`config.mk`:
```
export PLATFORM = sky130hd
export DESIGN_NAME = clock_page_replacement_unit
export DESIGN_NICKNAME = d
export VERILOG_FILES = /design/src/rtl/crp_pkg.sv /design/src/rtl/clock_page_replacement_unit.sv /design/src/rtl/crp_engine.sv
export SDC_FILE = /design/constraint.sdc
export NUM_CORES = 2
export LEC_CHECK = 0
export ABC_AREA = 1
export BUFFER_PORTS_ARGS = -buffer_cell sky130_fd_sc_hd__buf_2
export CAP_MARGIN = 20
export CORE_MARGIN = 10
export CORE_UTILIZATION = 60
export DETAILED_ROUTE_END_ITERATION = 10
export PLACE_DENSITY_LB_ADDON = 0.08
export SLEW_MARGIN = 0
export SYNTH_ARGS = -nofsm -noshare
export SYNTH_HDL_FRONTEND = slang
export SYNTH_SLANG_ARGS = --single-unit
```
`constraint.sdc`:
```
create_clock -name clk -period 8.4 [get_ports clk]
set_input_delay 0.42 -clock clk [delete_from_list [all_inputs] [get_ports clk]]
set_output_delay 0.42 -clock clk [all_outputs]
set_load 0.01 [all_outputs]
```
`src/rtl/crp_pkg.sv`:
```
// ----------------------------------------------------------------------------
// Clock page replacement package
// Shared sizes, event and status codes, and the transaction types of the
// input and result channels.
// ----------------------------------------------------------------------------
package crp_pkg;

	localparam int FRAME_SLOTS = 64;
	localparam int SLOT_W      = 6;
	localparam int PAGE_W      = 36;
	localparam int SLOT_IW     = $clog2(FRAME_SLOTS);
	localparam int CNT_W       = $clog2(FRAME_SLOTS + 1);

	typedef logic [1:0] mode_t;
	typedef logic [1:0] status_t;

	localparam mode_t MODE_TOUCH  = 2'd0;
	localparam mode_t MODE_INSERT = 2'd1;
	localparam mode_t MODE_REMOVE = 2'd2;
	localparam mode_t MODE_VICTIM = 2'd3;

	localparam status_t ST_OK       = 2'd0;
	localparam status_t ST_NO_FRAME = 2'd1;
	localparam status_t ST_USED     = 2'd2;
	localparam status_t ST_EMPTY    = 2'd3;

	typedef struct packed {
		mode_t              mode;
		logic [SLOT_W-1:0]  slot;
		logic [PAGE_W-1:0]  page_number;
	} crp_in_t;

	typedef struct packed {
		status_t            status;
		logic               victim_valid;
		logic [SLOT_W-1:0]  victim_slot;
		logic [PAGE_W-1:0]  victim_page;
	} crp_out_t;

endpackage

```
`src/rtl/clock_page_replacement_unit.sv`:
```
// ----------------------------------------------------------------------------
// Clock page replacement unit
// Second-chance victim selection over a ring of frame slots, with a
// registered result channel.
//
//   Channel   Handshake             Payload
//   input     in_valid / in_ready   in_data   (mode, slot, page_number)
//   result    out_valid / out_ready out_data  (status, victim fields)
//
// Touch, insert and remove each do one RAM read, then the update. A victim
// request scans the ring from the hand, visiting 1 to 2 * FRAME_SLOTS slots,
// one slot per cycle through the page RAM. Reset clears all control and
// occupancy state at once. One result waits in the output register while the
// next transaction executes.
// ----------------------------------------------------------------------------
module clock_page_replacement_unit (
	input  logic              clk,
	input  logic              arst_n,
	input  logic              in_valid,
	output logic              in_ready,
	input  crp_pkg::crp_in_t  in_data,
	output logic              out_valid,
	input  logic              out_ready,
	output crp_pkg::crp_out_t out_data
);
	import crp_pkg::*;

	logic     res_valid;
	logic     res_ready;
	crp_out_t res_data;
	logic     out_valid_q;
	crp_out_t out_q;

	crp_engine u_engine (
		.clk       (clk),
		.arst_n    (arst_n),
		.in_valid  (in_valid),
		.in_ready  (in_ready),
		.in_data   (in_data),
		.res_valid (res_valid),
		.res_ready (res_ready),
		.res_data  (res_data)
	);

	assign res_ready = !out_valid_q || out_ready;
	assign out_valid = out_valid_q;
	assign out_data  = out_q;

	always_ff @(posedge clk or negedge arst_n) begin
		if (!arst_n) begin
			out_valid_q <= 1'b0;
		end else if (res_valid && res_ready) begin
			out_valid_q <= 1'b1;
		end else if (out_ready) begin
			out_valid_q <= 1'b0;
		end
	end

	always_ff @(posedge clk) begin
		if (res_valid && res_ready) begin
			out_q <= res_data;
		end
	end

endmodule

```
`src/rtl/crp_engine.sv`:
```
// ----------------------------------------------------------------------------
// Clock page replacement engine
// Holds the slot state: occupancy flags in flops, and the accessed bit with
// the page number in a synchronous RAM. Executes one event at a time and
// runs the pipelined second-chance scan through the RAM.
// ----------------------------------------------------------------------------
module crp_engine (
	input  logic              clk,
	input  logic              arst_n,
	input  logic              in_valid,
	output logic              in_ready,
	input  crp_pkg::crp_in_t  in_data,
	output logic              res_valid,
	input  logic              res_ready,
	output crp_pkg::crp_out_t res_data
);
	import crp_pkg::*;

	typedef logic [SLOT_IW-1:0] idx_t;
	typedef logic [PAGE_W:0]    entry_t;

	localparam logic [1:0] S_IDLE = 2'd0;
	localparam logic [1:0] S_EXEC = 2'd1;
	localparam logic [1:0] S_SCAN = 2'd2;
	localparam logic [1:0] S_RESP = 2'd3;

	function automatic idx_t to_idx(logic [SLOT_W-1:0] s);
		logic [SLOT_IW+SLOT_W-1:0] w;
		w = {{SLOT_IW{1'b0}}, s};
		return w[SLOT_IW-1:0];
	endfunction

	function automatic logic in_range(logic [SLOT_W-1:0] s);
		logic [SLOT_IW+SLOT_W-1:0] w;
		w = {{SLOT_IW{1'b0}}, s};
		return w < (SLOT_IW+SLOT_W)'(FRAME_SLOTS);
	endfunction

	function automatic logic [SLOT_W-1:0] to_field(idx_t p);
		logic [SLOT_IW+SLOT_W-1:0] w;
		w = {{SLOT_W{1'b0}}, p};
		return w[SLOT_W-1:0];
	endfunction

	function automatic idx_t next_pos(idx_t p);
		return (p == idx_t'(FRAME_SLOTS - 1)) ? '0 : p + idx_t'(1);
	endfunction

	logic [1:0]             state_q, state_d;
	crp_in_t                req_q;
	crp_out_t               res_q;
	logic [FRAME_SLOTS-1:0] occ_q;
	logic [CNT_W-1:0]       occ_count_q;
	idx_t                   hand_q;
	idx_t                   rd_pos_q;
	idx_t                   pos_s1;

	entry_t                 mem [FRAME_SLOTS];
	entry_t                 rdata_q;
	logic                   mem_we;
	idx_t                   mem_wa;
	idx_t                   mem_ra;
	entry_t                 mem_wd;

	idx_t                   req_idx;
	logic                   req_ok;
	logic                   req_occ;
	logic                   occ_set;
	logic                   occ_clr;
	logic                   scan_start;
	logic                   scan_hit;

	assign req_idx  = to_idx(req_q.slot);
	assign req_ok   = in_range(req_q.slot);
	assign req_occ  = req_ok && occ_q[req_idx];
	assign in_ready = (state_q == S_IDLE);

	always_comb begin
		state_d    = state_q;
		res_valid  = 1'b0;
		res_data   = '0;
		mem_we     = 1'b0;
		mem_wa     = req_idx;
		mem_wd     = {1'b0, req_q.page_number};
		mem_ra     = to_idx(in_data.slot);
		occ_set    = 1'b0;
		occ_clr    = 1'b0;
		scan_start = 1'b0;
		scan_hit   = 1'b0;
		case (state_q)
			S_IDLE: begin
				if (in_valid) begin
					state_d = S_EXEC;
				end
			end
			S_EXEC: begin
				res_valid = 1'b1;
				res_data.status = ST_OK;
				state_d = res_ready ? S_IDLE : S_RESP;
				case (req_q.mode)
					MODE_TOUCH: begin
						if (req_occ) begin
							mem_we = 1'b1;
							mem_wd = {1'b1, rdata_q[PAGE_W-1:0]};
						end else begin
							res_data.status = ST_EMPTY;
						end
					end
					MODE_INSERT: begin
						if (req_ok && !req_occ) begin
							mem_we  = 1'b1;
							occ_set = 1'b1;
						end else begin
							res_data.status = ST_USED;
						end
					end
					MODE_REMOVE: begin
						if (req_occ) begin
							occ_clr = 1'b1;
						end else begin
							res_data.status = ST_EMPTY;
						end
					end
					default: begin
						if (occ_count_q == '0) begin
							res_data.status = ST_NO_FRAME;
						end else begin
							res_valid  = 1'b0;
							state_d    = S_SCAN;
							mem_ra     = hand_q;
							scan_start = 1'b1;
						end
					end
				endcase
			end
			S_SCAN: begin
				mem_ra = rd_pos_q;
				if (occ_q[pos_s1]) begin
					if (rdata_q[PAGE_W]) begin
						mem_we = 1'b1;
						mem_wa = pos_s1;
						mem_wd = {1'b0, rdata_q[PAGE_W-1:0]};
					end else begin
						scan_hit              = 1'b1;
						res_valid             = 1'b1;
						res_data.status       = ST_OK;
						res_data.victim_valid = 1'b1;
						res_data.victim_slot  = to_field(pos_s1);
						res_data.victim_page  = rdata_q[PAGE_W-1:0];
						state_d = res_ready ? S_IDLE : S_RESP;
					end
				end
			end
			S_RESP: begin
				res_valid = 1'b1;
				res_data  = res_q;
				if (res_ready) begin
					state_d = S_IDLE;
				end
			end
			default: begin
				state_d = S_IDLE;
			end
		endcase
	end

	always_ff @(posedge clk or negedge arst_n) begin
		if (!arst_n) begin
			state_q     <= S_IDLE;
			occ_q       <= '0;
			occ_count_q <= '0;
			hand_q      <= '0;
			rd_pos_q    <= '0;
			pos_s1      <= '0;
		end else begin
			state_q <= state_d;
			if (occ_set) begin
				occ_q[req_idx] <= 1'b1;
				occ_count_q    <= occ_count_q + CNT_W'(1);
			end else if (occ_clr) begin
				occ_q[req_idx] <= 1'b0;
				occ_count_q    <= occ_count_q - CNT_W'(1);
			end
			if (scan_start) begin
				pos_s1   <= hand_q;
				rd_pos_q <= next_pos(hand_q);
			end else if (state_q == S_SCAN && !scan_hit) begin
				pos_s1   <= rd_pos_q;
				rd_pos_q <= next_pos(rd_pos_q);
			end
			if (scan_hit) begin
				hand_q <= pos_s1;
			end
		end
	end

	always_ff @(posedge clk) begin
		if (in_valid && in_ready) begin
			req_q <= in_data;
		end
		if (res_valid && !res_ready && state_q != S_RESP) begin
			res_q <= res_data;
		end
	end

	always_ff @(posedge clk) begin
		if (mem_we) begin
			mem[mem_wa] <= mem_wd;
		end
		rdata_q <= mem[mem_ra];
	end

	a_count_matches: assert property (@(posedge clk) disable iff (!arst_n)
		occ_count_q == CNT_W'($countones(occ_q)))
		else $error("occupied count differs from the occupied flags");

	a_scan_nonempty: assert property (@(posedge clk) disable iff (!arst_n)
		state_q == S_SCAN |-> occ_count_q != '0)
		else $error("victim scan running with no occupied slot");

	a_exec_after_accept: assert property (@(posedge clk) disable iff (!arst_n)
		in_valid && in_ready |=> state_q == S_EXEC)
		else $error("accepted transaction did not enter execution");

	a_hand_on_victim: assert property (@(posedge clk) disable iff (!arst_n)
		scan_hit |=> hand_q == $past(pos_s1) && occ_q[hand_q])
		else $error("hand not left on an occupied victim slot");

endmodule

```
==> metrics.md <==
| Metric | Value |
|---|---|
| CTS Buf Count | `between 200 and 300` |
| Synth Area per Inst | `approximately 11 sq um` |
| Setup violations, final | `0` |
| Synth Warn # | `0` |
| Worst-Margin Slew | `1.20 ns` |
| Die outline area | `about 0.21 sq mm` |
| CP Cell Sequence | `inv_2 -> nand3_1 -> nand3_1 -> nand2_1 -> nand2_1 -> nand3_1 -> nand3_1 -> nand2_2 -> nand3_4 -> o21ai_1 -> nand3_1 -> nor2_4 -> buf_4` |
| Max cap viols | `0` |
| # hold bufs at CTS | `47` |
| Commonest cells post-synth | `nand3_1 (2,664), edfxtp_1 (2,502), nand2_1 (1,840), inv_1 (1,378), nand3b_1 (885)` |
| Worst setup EP type | `register` |
| Final #Nets | `around 10,000` |
| Sequential area share after synthesis | `67.6%` |
| Routed Antenna Nets | `0` |
| Crit Path Category | `register to register` |
| CP max FO | `21` |
| Worst Hold Class | `primary input to asynchronous set/reset pin` |
| P_leak | `49.5 nW` |
| Main flop type after synthesis | `edfxtp_1` |
| Fillers | `14,000` |
| FF/Latch Area | `roughly 0.078 sq mm` |
| CTS clk-pin slew, worst paths | `roughly 0.060 ns` |
| Final hold vios | `0` |
| F_max | `~160 MHz` |
| First-pass GRT wire length | `roughly 480,000 um` |
| Via/cell ratio | `between 6 and 7` |
| Core Region | `between 0.15 and 0.2 sq mm` |
| Worst EP arrival | `just under 7 ns` |
| Unrepaired setup endpoints after global routing | `false` |
| GRT Total Usage | `just under 30%` |
| Fin area | `about 0.13 sq mm` |
| Placed instance area | `~0.12 sq mm` |
| FP Rows | `approximately 160` |
| Layout cells sized above 1 | `about 8%` |
| Initial DRC count | `between 10,000 and 15,000` |
| CTS tree | `built` |
| VDD IR max | `about 0.37 mV` |
| Yosys cell types | `45` |
| Setup_tns | `0 ns` |
| Skew final | `0.0605 ns` |
| Max Buffers Root-to-Sink | `4` |
| Async SR Flop Fraction | `under 10%` |
| RePlAce Congestion | `slightly below 0.9` |
| Reg2reg end | `u_engine.mem[2][20]$_DFFE_PP_` |
| R2r startpoint | `u_engine.pos_s1[1]$_DFFE_PN0P_` |
| Post-CTS resize count | `0` |
| Syn Nets | `10,500` |
| Initial antenna violation count | `4` |
| #FFs+latches synth | `around 2,600` |
| DPL Wire Length | `between 150,000 and 200,000 um` |
| Clock Latency Late Sink | `slightly above 0.9 ns` |
| Reg2Reg Setup Slack | `approximately 2.0 ns` |
| Top-count cell post-synth | `nand3_1` |
| Largest net degree at the start of global routing | `181` |
| Post-synth EDFFs | `around 2,500` |
| Post-synth top area cell | `edfxtp_1` |
| IO Count | `between 90 and 100` |
| Max transition margin | `between 10% and 20%` |
| Area share of the largest cell type after synthesis | `between 60% and 70%` |
| Drc violations | `0` |
| Final min period | `~6.4 ns` |
| H-tree lvl count | `5` |
| Postcts setup bufs | `0` |
| Power density over the cells | `~360 mW/mm^2` |
| Status | `finished clean` |
| Die Ht | `roughly 460 um` |
| Most frequent cell on the critical path | `nand3_1` |
| Final Max Slew Viols | `0` |
| WP data required | `8.97 ns` |
| Synth Cell Area | `between 0.1 and 0.15 sq mm` |
| R2R depth | `13` |
| Per-cell routed wire length | `approximately 24 um` |
| Clock Sinks | `about 2,600` |
| Final WL | `317,000 um` |
| Area Growth Syn to Fin | `10.8%` |
| Period utilization | `approximately 76%` |
| First-pass detailed-route iteration total | `8` |
| GRT overflow | `0` |
| Worst setup SP type | `register` |
| CP peak stage delay | `~1.1 ns` |
| Clock Root Buffer | `clkbuf_16` |
| Worst path top cell family by delay | `simple AND/OR/NAND/NOR gates` |
| Cell types occupying the most area after synthesis | `edfxtp_1 (65%), nand3_1 (12%), nand2_1 (6.0%), nand3b_1 (5.7%), inv_1 (4.5%)` |
| Die X | `between 400 and 500 um` |
| Hold Slack | `0.0758 ns` |
| Initial cell density of the core | `between 60% and 70%` |
| Port bufs | `94` |
| Bufs and invs on worst path | `2` |
| Vias | `79,300` |
| Synthesized instance count | `10,500` |
| Vias in the first global route | `roughly 76,000` |
| Multi-input logic area | `slightly below 0.03 sq mm` |
| Slowest CP cell | `nor2_4` |
[stage by stage]
step                      worst slack, ns  cells  util [%]  power (mW)
after floorplan                      4.34  10500         -        27.4
after global placement               2.19  12500      61.6        33.0
after detailed placement             2.21  12500      61.7        33.3
after CTS                            2.20  13100      66.6        45.3
after global routing                 1.81  13100      66.7        47.5
final                                2.02  13100      66.7        45.6
[routing by layer]
layer / up-vias / routed length [um] / global-route usage [%]
met5: - / 0 / 0
met4: 0 / 8700 / 8.73
li1: 35800 / - / -
met1: 38700 / 129000 / 42.2
met3: 608 / 32000 / 5.12
met2: 4159 / 147000 / 46.6
[cells by family after synthesis]
logic type | after synthesis | synth area share [%]
flip-flops | 2631 | 67.6
buffers and inverters | 2102 | 7.26
AO/OA/AOI/OAI | 177 | 0.985
adder cells (fa/ha/maj) | 13 | 0.147
XOR/XNOR | 10 | 0.0758
AND/OR/NAND/NOR | 5523 | 23.9
multiplexers | 1 | 0.00866
[cells in the final DEF, fill, tap and decap left out, types with 70 or more instances in the layout]
| master | instances |
|---|---|
| nand3_1 | 2664 |
| edfxtp_1 | 2502 |
| nand2_1 | 1800 |
| inv_1 | 1374 |
| nand3b_1 | 885 |
| clkbuf_16 | 301 |
| buf_4 | 127 |
| buf_2 | 93 |
| dfrtp_1 | 92 |
| clkbuf_1 | 70 |
[worst max path at each step]
| stage | from | end | cells past startpoint |
|---|---|---|---|
| floorplan | u_engine.pos_s1[0]$_DFFE_PN0P_ | out_data[0]$_DFFE_PP_ | 16 |
| global placement | u_engine.pos_s1[1]$_DFFE_PN0P_ | u_engine.mem[2][29]$_DFFE_PP_ | 13 |
| detailed placement | u_engine.pos_s1[1]$_DFFE_PN0P_ | u_engine.mem[2][29]$_DFFE_PP_ | 13 |
| CTS | u_engine.pos_s1[1]$_DFFE_PN0P_ | u_engine.mem[2][10]$_DFFE_PP_ | 13 |
| global route | u_engine.pos_s1[1]$_DFFE_PN0P_ | u_engine.mem[2][10]$_DFFE_PP_ | 13 |
| finish | u_engine.pos_s1[1]$_DFFE_PN0P_ | u_engine.mem[2][20]$_DFFE_PP_ | 13 |
[area by class of cell]
type                            count  share of cell area, %
Timing Repair Buffer              319                   2.30
Inverter                         1397                   4.11
Antenna cell                        1                0.00195
Multi-Input combinational cell   5724                   23.2
Sequential cell                  2631                   61.0
Tap cell                         2526                   2.47
Clock inverter                    116                  0.718
Clock buffer                      382                   6.20
[where the power goes]
part	total, mW	switching (mW)	internal (mW)
clock network	12.1	5.00	7.08
registers	17.4	0.458	16.9
logic	16.2	12.2	3.99
[flip-flops by register name, indices dropped and copies added (netlist names), 6 cells and up, named ones only]
name and flops:
out_data 45, u_engine.hand_q 6, u_engine.mem 2368, u_engine.occ_count_q 7, u_engine.pos_s1 6, u_engine.rd_pos_q 6
u_engine.rdata_q 37, u_engine.req_idx 6, u_engine.req_q 38, u_engine.res_q 45
No activity file was read; power rests on OpenSTA's default activity.
